### src/mrkc_pkg.sv
`default_nettype none
// ----------------------------------------------------------------------------
// mrkc_pkg: shared types and constants of the mixed radix key codec
// Item layouts, the per-item work record carried down the pipeline,
// register indexes and arithmetic widths.
// ----------------------------------------------------------------------------
package mrkc_pkg;

   localparam int RADIX_BITS      = 8;
   localparam int AXIS_SLOTS      = 6;
   localparam int KEY_BITS        = 32;
   localparam int AXIS_COUNT_BITS = 3;

   // decode splits a key over sub-stages, DIGIT_STEPS quotient bits each
   localparam int DIGIT_STEPS = 8;
   localparam int SUB_STAGES  = KEY_BITS / DIGIT_STEPS;

   // what each sub-stage of an axis slice does besides the divide steps
   localparam int SUB_CHECK  = 0;   // range check, index * stride
   localparam int SUB_ACCUM  = 1;   // key accumulate, overflow check
   localparam int SUB_STRIDE = 2;   // stride * radix, capped
   localparam int SUB_COUNT  = 3;   // variant count * radix, saturated

   localparam int STRIDE_BITS = KEY_BITS + 2;
   localparam int PROD_BITS   = STRIDE_BITS + RADIX_BITS;
   localparam int SUM_BITS    = PROD_BITS + 1;
   localparam int CPROD_BITS  = KEY_BITS + RADIX_BITS;

   localparam logic [STRIDE_BITS-1:0] STRIDE_CAP = {2'b10, {KEY_BITS{1'b0}}};
   localparam logic [KEY_BITS-1:0]    KEY_ONES   = {KEY_BITS{1'b1}};

   // configuration register indexes
   localparam int CSR_INDEX_BITS = 3;
   localparam int CSR_DATA_BITS  = 32;
   localparam logic [CSR_INDEX_BITS-1:0] CSR_AXIS_COUNT = 3'd0;
   localparam logic [CSR_INDEX_BITS-1:0] CSR_RADIX_A0   = 3'd1;
   localparam logic [CSR_INDEX_BITS-1:0] CSR_RADIX_A1   = 3'd2;
   localparam logic [CSR_INDEX_BITS-1:0] CSR_RADIX_A2   = 3'd3;
   localparam logic [CSR_INDEX_BITS-1:0] CSR_RADIX_A3   = 3'd4;
   localparam logic [CSR_INDEX_BITS-1:0] CSR_RADIX_A4   = 3'd5;
   localparam logic [CSR_INDEX_BITS-1:0] CSR_RADIX_A5   = 3'd6;
   localparam logic [CSR_INDEX_BITS-1:0] CSR_BUDGET     = 3'd7;

   localparam logic CMD_ENCODE = 1'b0;
   localparam logic CMD_DECODE = 1'b1;

   typedef struct packed {
      logic                  command;
      logic [KEY_BITS-1:0]   key;
      logic [RADIX_BITS-1:0] index_in_0;
      logic [RADIX_BITS-1:0] index_in_1;
      logic [RADIX_BITS-1:0] index_in_2;
      logic [RADIX_BITS-1:0] index_in_3;
      logic [RADIX_BITS-1:0] index_in_4;
      logic [RADIX_BITS-1:0] index_in_5;
   } req_type;

   typedef struct packed {
      logic [KEY_BITS-1:0]   packed_key;
      logic [RADIX_BITS-1:0] index_out_0;
      logic [RADIX_BITS-1:0] index_out_1;
      logic [RADIX_BITS-1:0] index_out_2;
      logic [RADIX_BITS-1:0] index_out_3;
      logic [RADIX_BITS-1:0] index_out_4;
      logic [RADIX_BITS-1:0] index_out_5;
      logic                  encode_error;
      logic                  key_in_range;
      logic [KEY_BITS-1:0]   variant_count;
      logic                  within_budget;
   } rsp_type;

   // per-item record moving through the axis slices
   typedef struct packed {
      logic                                   command;
      logic [KEY_BITS-1:0]                    key;
      logic [AXIS_SLOTS-1:0][RADIX_BITS-1:0]  idx;
      logic [AXIS_SLOTS-1:0][RADIX_BITS-1:0]  digit;
      logic [KEY_BITS-1:0]                    rest;    // dividend, becomes quotient
      logic [RADIX_BITS-1:0]                  part;    // partial remainder
      logic [KEY_BITS-1:0]                    bits;    // encoded key so far
      logic                                   enc_err;
      logic [STRIDE_BITS-1:0]                 stride;
      logic [PROD_BITS-1:0]                   prod;
      logic [KEY_BITS-1:0]                    count;
   } work_type;

endpackage
`default_nettype wire

### src/mrkc_axis_slice.sv
`default_nettype none
// ----------------------------------------------------------------------------
// mrkc_axis_slice: pipeline slice for one axis
// SUB_STAGES registered sub-stages. Each runs DIGIT_STEPS restoring divide
// steps of the decode, plus one encode or count step. Valid/stall in and out.
// ----------------------------------------------------------------------------
module mrkc_axis_slice
   import mrkc_pkg::*;
#(
   parameter int AXIS = 0
) (
   input  wire logic                  clock,
   input  wire logic                  reset,
   input  wire logic                  in_valid,
   input  wire work_type              in_data,
   output logic                       in_stall,
   output logic                       out_valid,
   output work_type                   out_data,
   input  wire logic                  out_stall,
   input  wire logic [RADIX_BITS-1:0] radix,
   input  wire logic                  active
);

   logic     valid_ff [SUB_STAGES];
   logic     valid_in [SUB_STAGES];
   work_type data_ff  [SUB_STAGES];
   work_type data_in  [SUB_STAGES];
   logic     adv      [SUB_STAGES+1];

   logic [RADIX_BITS-1:0] r_eff;

   // decode and count treat a zero radix as one
   assign r_eff = (radix == '0) ? RADIX_BITS'(1) : radix;

   function automatic logic [KEY_BITS+RADIX_BITS-1:0] div_steps(
      input logic [KEY_BITS-1:0]   num,
      input logic [RADIX_BITS-1:0] part,
      input logic [RADIX_BITS-1:0] dvs
   );
      logic [KEY_BITS-1:0]   q;
      logic [RADIX_BITS-1:0] p;
      logic [RADIX_BITS:0]   trial;
      q = num;
      p = part;
      for (int i = 0; i < DIGIT_STEPS; i++) begin
         trial = {p, q[KEY_BITS-1]};
         q     = {q[KEY_BITS-2:0], 1'b0};
         if (trial >= {1'b0, dvs}) begin
            trial = trial - {1'b0, dvs};
            q[0]  = 1'b1;
         end
         p = trial[RADIX_BITS-1:0];
      end
      return {p, q};
   endfunction

   assign adv[SUB_STAGES] = !out_stall;
   assign in_stall        = !adv[0];
   assign out_valid       = valid_ff[SUB_STAGES-1];
   assign out_data        = data_ff[SUB_STAGES-1];

   for (genvar k = 0; k < SUB_STAGES; k++) begin : g_sub
      work_type src;
      logic     src_valid;

      if (k == 0) begin : g_first
         assign src       = in_data;
         assign src_valid = in_valid;
      end else begin : g_next
         assign src       = data_ff[k-1];
         assign src_valid = valid_ff[k-1];
      end

      assign adv[k] = !valid_ff[k] || adv[k+1];

      always_comb begin
         logic [KEY_BITS+RADIX_BITS-1:0] dq;
         logic [RADIX_BITS-1:0]          p0;
         logic [SUM_BITS-1:0]            sum;
         logic [PROD_BITS-1:0]           sp;
         logic [CPROD_BITS-1:0]          cp;
         data_in[k]  = src;
         valid_in[k] = src_valid;
         p0  = (k == 0) ? '0 : src.part;
         dq  = div_steps(src.rest, p0, r_eff);
         sum = SUM_BITS'(src.bits) + SUM_BITS'(src.prod);
         sp  = PROD_BITS'(src.stride) * PROD_BITS'(radix);
         cp  = CPROD_BITS'(src.count) * CPROD_BITS'(r_eff);
         if (active) begin
            data_in[k].rest = dq[KEY_BITS-1:0];
            data_in[k].part = dq[KEY_BITS+RADIX_BITS-1:KEY_BITS];
            if (k == SUB_STAGES - 1) begin
               data_in[k].digit[AXIS] = dq[KEY_BITS+RADIX_BITS-1:KEY_BITS];
            end
            case (k)
               SUB_CHECK: begin
                  if (radix == '0 || src.idx[AXIS] >= radix) begin
                     data_in[k].enc_err = 1'b1;
                  end
                  data_in[k].prod = PROD_BITS'(src.idx[AXIS]) * PROD_BITS'(src.stride);
               end
               SUB_ACCUM: begin
                  if (sum[SUM_BITS-1:KEY_BITS] != '0) begin
                     data_in[k].enc_err = 1'b1;
                  end
                  data_in[k].bits = sum[KEY_BITS-1:0];
               end
               SUB_STRIDE: begin
                  data_in[k].stride = (sp > PROD_BITS'(STRIDE_CAP)) ?
                                      STRIDE_CAP : sp[STRIDE_BITS-1:0];
               end
               SUB_COUNT: begin
                  data_in[k].count = (cp[CPROD_BITS-1:KEY_BITS] != '0) ?
                                     KEY_ONES : cp[KEY_BITS-1:0];
               end
               default: begin
                  data_in[k].prod = src.prod;
               end
            endcase
         end
      end

      always_ff @(posedge clock) begin
         if (reset) begin
            valid_ff[k] <= 1'b0;
         end else if (adv[k]) begin
            valid_ff[k] <= valid_in[k];
         end
      end

      always_ff @(posedge clock) begin
         if (adv[k] && src_valid) begin
            data_ff[k] <= data_in[k];
         end
      end
   end

endmodule
`default_nettype wire

### config.mk
export PLATFORM = sky130hd
export DESIGN_NAME = mrkc_axis_slice
export DESIGN_NICKNAME = d
export VERILOG_FILES = /design/src/mrkc_pkg.sv /design/src/mrkc_axis_slice.sv
export SDC_FILE = /design/constraint.sdc
export NUM_CORES = 2
export LEC_CHECK = 0
export BUFFER_PORTS_ARGS = -buffer_cell sky130_fd_sc_hd__buf_4
export CAP_MARGIN = 20
export CORE_UTILIZATION = 55
export DETAILED_ROUTE_END_ITERATION = 8
export PLACE_DENSITY_LB_ADDON = 0.08
export SLEW_MARGIN = 15
export SYNTH_ARGS = -nofsm -noshare
export SYNTH_HDL_FRONTEND = slang
export SYNTH_SLANG_ARGS = --single-unit
### constraint.sdc
create_clock -name clock -period 20 [get_ports clock]
set_input_delay 0 -clock clock [delete_from_list [all_inputs] [get_ports clock]]
set_output_delay 0 -clock clock [all_outputs]
set_load 0.05 [all_outputs]
# [After elaboration in Yosys (flattened, before gate mapping)]
# Memories as Yosys holds them, arrays and structs flattened.
# Cells that the tools add are included.
[totals] out_inout_bits=312 mem_count=2 register_bits=0 ramBits=1244 word_cells=197
[classes] n_reduce_logical=18 n_mux=103 bitwise_logic=4 n_mul=3 order_cmp=34 n_addsub=33
[memory_table] name="data_ff" depth=4 word_bits=310 read_ports=4 rd_clocked_by_memory_dff=0 wr=4 line_no="mrkc_axis_slice.sv:26" source="work_type data_ff [SUB_STAGES];"
[memory_table] name="valid_ff" depth=4 word_bits=1 read_ports=4 rd_clocked_by_memory_dff=0 wr=4 line_no="mrkc_axis_slice.sv:24" source="logic valid_ff [SUB_STAGES];"
[op_table] cell="9-bit by 8-bit greater-or-equal comparator with 1-bit output" n=31
[op_table] cell="8-bit 2-to-1 mux" n=33
[op_table] cell="8-bit subtractor" n=31
[op_table] cell="40-bit 2-to-1 mux" n=2
[op_table] cell="76-bit 2-to-1 mux" n=1
[op_table] cell="73-bit 2-to-1 mux" n=1
[op_table] cell="32-bit 2-to-1 mux" n=2
[op_table] cell="1-bit 2-to-1 mux" n=61
[op_table] cell="48-bit 2-to-1 mux" n=1
[op_table] cell="32-bit by 42-bit adder with 43-bit output" n=1
[op_table] cell="42-bit by 34-bit greater-than comparator with 1-bit output, second input constant" n=1
[op_table] cell="34-bit by 8-bit multiplier with 42-bit output" n=1
[op_table] cell="8-bit by 34-bit multiplier with 42-bit output" n=1
[op_table] cell="42-bit 2-to-1 mux" n=1
[op_table] cell="32-bit by 8-bit multiplier with 40-bit output" n=1
[op_table] cell="34-bit 2-to-1 mux" n=1
[op_table] cell="11-bit nonzero test" n=1
[op_table] cell="1-bit by 8-bit greater-or-equal comparator with 1-bit output" n=1
[op_table] cell="8-bit greater-or-equal comparator" n=1
[op_table] cell="8-bit zero test" n=1
[op_table] cell="8-bit nonzero test" n=1
[op_table] cell="1-bit by 8-bit subtractor with 8-bit output" n=1
[op_table] cell="1-bit zero test" n=6
[op_table] cell="1-bit logical OR" n=5
[op_table] cell="other kinds (2)" n=8

# [Longest topological paths before layout]
[logic_depth] depth_word=19 depth_mapped=99

# [Worst setup path after synthesis]
# Ideal clock, no wire load.
[synth_path] path_kind="input to register" from="input radix[7]" to="memory data_ff[3][142] (netlist bit) (data pin)" path_stages=96 t_arrival_ns=18.768 slack_ns=0.949 required_time_ns=19.717 n_path_buf=9 path_cell_list="clkbuf_1 nor2_4 nand3_1 nor3_1 or2_2 clkbuf_1 buf_1 ha_1 and4_1 a221o_1 o211ai_2 and2_1 buf_4 mux2i_1 ha_1 nor2b_1 o31a_1 o31a_1 (+60 left out) nor2_1 inv_1 mux2_4 mux2i_1 ha_1 nor2b_1 o21ai_0 nand2b_1 and2_1 o21ai_0 nand2_1 and2_1 o21a_1 nor2_1 o21ai_0 a221o_2 nor2_1 o311ai_0"
[synth_lines] item="start, declared" line_no="mrkc_axis_slice.sv:20" source="input wire logic [RADIX_BITS-1:0] radix,"
[synth_lines] item="end, declared" line_no="mrkc_axis_slice.sv:26"

==> flow_summary_export.csv <==
group,metric,value,unit
sta,fin_crit,18.78,ns
clocking,path_clk_slew,0.06,ns
drt,vias,56620,
final_layout,nFillCells,10810,
worst_setup_path,worst-path-max-fanout,12,
final_layout,nets,9316,
status,status,"complete, no violations",
drt,drtPass1Iterations,6,
clocking,root_buffer,"clkbuf_16",
grt,grt_pass1_wl,337800,µm
floorplanning,die_y,385.5,µm
sta,fmax,53.26,MHz
drt,drcViolationCount,0,
clocking,cts_sinks,1244,
drt,vias_per_cell,5.690,
clocking,clockBufferDepth,3,
final_layout,final_cell_mix,"edfxtp_1 (1244), nand2_1 (788), buf_4 (720), inv_1 (706), fa_1 (596)",
synth,synth_area_leaders,"edfxtp_1 (46%), fa_1 (15%), ha_1 (7.3%), nand2_1 (3.7%), inv_1 (3.3%)",
grt,grt_pass1_vias,57810,
worst_setup_path,critPathLaunchType,"flop",
floorplanning,core_area,145700,µm²
final_layout,syn_to_final_growth,20.47,%
worst_setup_path,arrival,19.29,ns
grt,track_usage,30.12,%
final_layout,post-route-util,66.86,%
drt,wire_per_inst,22.45,µm
synth,ys_ff_latch,1244,
floorplanning,die_x,385.5,µm
worst_setup_path,max_stage_delay,0.56,ns
sta,finalSetupViolCount,0,
final_layout,final_cells,9952,
synth,ys_seq_area_share,46.19,%
drt,totalWireLength,223400,µm
final_layout,drive_gt1_share,16.19,%
clocking,numCtsBuffers,133,
run,drv_cap,0,
synth,syn_nets,8185,
synth,synth_area,80880,µm²
synth,synth_top_flop_cell,"edfxtp_1",
grt,grt_max_degree,156,
sta,fin_crit_sh,93.88,%
placement,dp_cells,9183,
synth,synth-edff-count,1244,
synth,synthArstFlopShare,0,%
worst_setup_path,crit_family,"compound AO/OA/AOI/OAI gates",
synth,synth.largest_area_cell,"edfxtp_1",
hold_path,hold_path.class,"input pin to flop",
synth,synth_top_area_share,46.19,%
worst_setup_path,path_buf_inv,3,
drt,postRouteAntennaNets,0,
final_layout,final_common_cell,"edfxtp_1",
sta,relSlewSlack,31.01,%
floorplanning,start_util,55.50,%
floorplanning,num_rows,140,
synth,syn_inst,6792,
clocking,htreeDepth,4,
worst_setup_path,worstSetupPathType,"flop to flop",
sta,fin_tns_setup,0,ns
placement,port_buffers,634,
placement,gp_congestion,0.9402,
worst_setup_path,slowest_stage,"a2111o_2",
sta,slew_viol_final,0,
floorplanning,ios,635,
worst_setup_path,cp-end-kind,"flop",
grt,overflow,0,
sta,worst_pin_slew,1.022,ns
synth,synth.distinct_cells,125,
grt,antenna_found_initial,22,
drt,first_iter_violations,3875,
clocking,cts_tree,"built",
floorplanning,dieArea,148600,µm²
worst_setup_path,required,20.52,ns
sta,hold_viol,0,
synth,yosysWarnings,0,
sta,skew,0.04586,ns
clocking,clk_latency,0.80,ns
worst_setup_path,crit_top_cell,"o21ai_0",
placement,hpwl,158200,µm
synth,avgSynthCellArea,11.91,µm²
[Yosys cell counts, drive strengths merged, types with 14 or more instances]
cell and number:
and2 284, a31oi 64, nor4 14, o21a 43
nor3 73, buf 76, a21boi 34, and3 36
mux2i 75, nor2b 72, o211ai 23, nand4 73
o21ai 222, xnor2 168, nand2b 37, a211oi 25
xor2 93, mux2 232, ha 474, o21bai 38
edfxtp 1244, or3 15, nor2 341, a21o 118
nand3 71, or2 30, o31ai 28, nand2 792
inv 708, o2bb2ai 32, a21oi 294, fa 596
clkbuf 170
[metal layers]
metal | share of wire (%) | wire length, µm | up-vias | track usage (%)
li1 | - | - | 25950 | -
met1 | 41 | 91000 | 28170 | 39.61
met2 | 48 | 106600 | 2088 | 49.16
met3 | 7.8 | 17390 | 401 | 6.349
met4 | 3.7 | 8222 | 18 | 11.28
met5 | 0.053 | 118 | - | 0
[metrics by stage]
step | instance area, µm² | hold slack, ns | setup slack [ns]
2_1_floorplan | 80880 | 0.09887 | 0.9488
3_3_place_gp | 87700 | 0.1778 | 0.4725
3_5_place_dp | 87700 | 0.1792 | 0.3727
4_1_cts | 97200 | 0.002178 | 0.09871
5_1_grt | 97430 | 0.03759 | -0.008887
6_report | 97440 | 0.05981 | 1.224
[flip-flops by register name, summed over array words and instances, names as in the netlist]
| name | cells |
|---|---|
| valid_ff | 4 |
| data_ff | 1240 |
[worst min-delay path: stages]
cell and delay [ns]:
dlygate4sd3_1 0.52, buf_4 0.10, mux2_2 0.12
[layout make-up]
class | instances | area, µm² | share of cell area (%)
diodes | 13 | 32.53 | 0.03339
clock buffers | 162 | 3480 | 3.571
repair buffers | 1242 | 10680 | 10.96
clock inverters | 72 | 850.8 | 0.8732
inverters | 709 | 2664 | 2.734
well taps | 1917 | 2399 | 2.462
flip-flops and latches | 1244 | 37360 | 38.34
multi-input cells | 4593 | 39980 | 41.03
[path summary, 6_finish.rpt]
| path | endpoint | slack [ns] | from | cells after the start |
|---|---|---|---|---|
| hold / removal | data_ff[0][68]$_DFFE_PP_ | 0.06 | in_data[68] | 3 |
| hold reg to reg | data_ff[2][53]$_DFFE_PP_ | 0.40 | data_ff[1][53]$_DFFE_PP_ | 0 |
| setup reg to reg | data_ff[2][142]$_DFFE_PP_ | 1.22 | data_ff[1][143]$_DFFE_PP_ | 81 |
| setup / recovery | data_ff[2][142]$_DFFE_PP_ | 1.22 | data_ff[1][143]$_DFFE_PP_ | 81 |
[repair_timing]
item / 4_1_cts / 5_1_grt
setup endpoints to repair: 0 / 44
resized for setup: 0 / 38
buffers inserted: 0 / 6
hold buffers: 516 / 0
endpoints found under the hold margin: 411 / 0
[cells by family (layout without fill, tap and decap cells)]
family                     count (synthesis)  count (layout)  share of synthesized area [%]
other                                      0              13                              0
xor gates and xnor gates                 261             261                          2.826
adders and majority gates               1070            1070                          22.08
buffers and inverters                    955            2185                          4.604
and+or+nand+nor                         1888            1888                          11.21
AOI/OAI and AO/OA                       1067            1067                          8.892
DFF                                     1244            1244                          46.19
muxes                                    307             307                          4.200
Power is left out: the tool's default activity adds up to more than one toggle a clock period on the data nets, which glitch-free logic cannot reach.
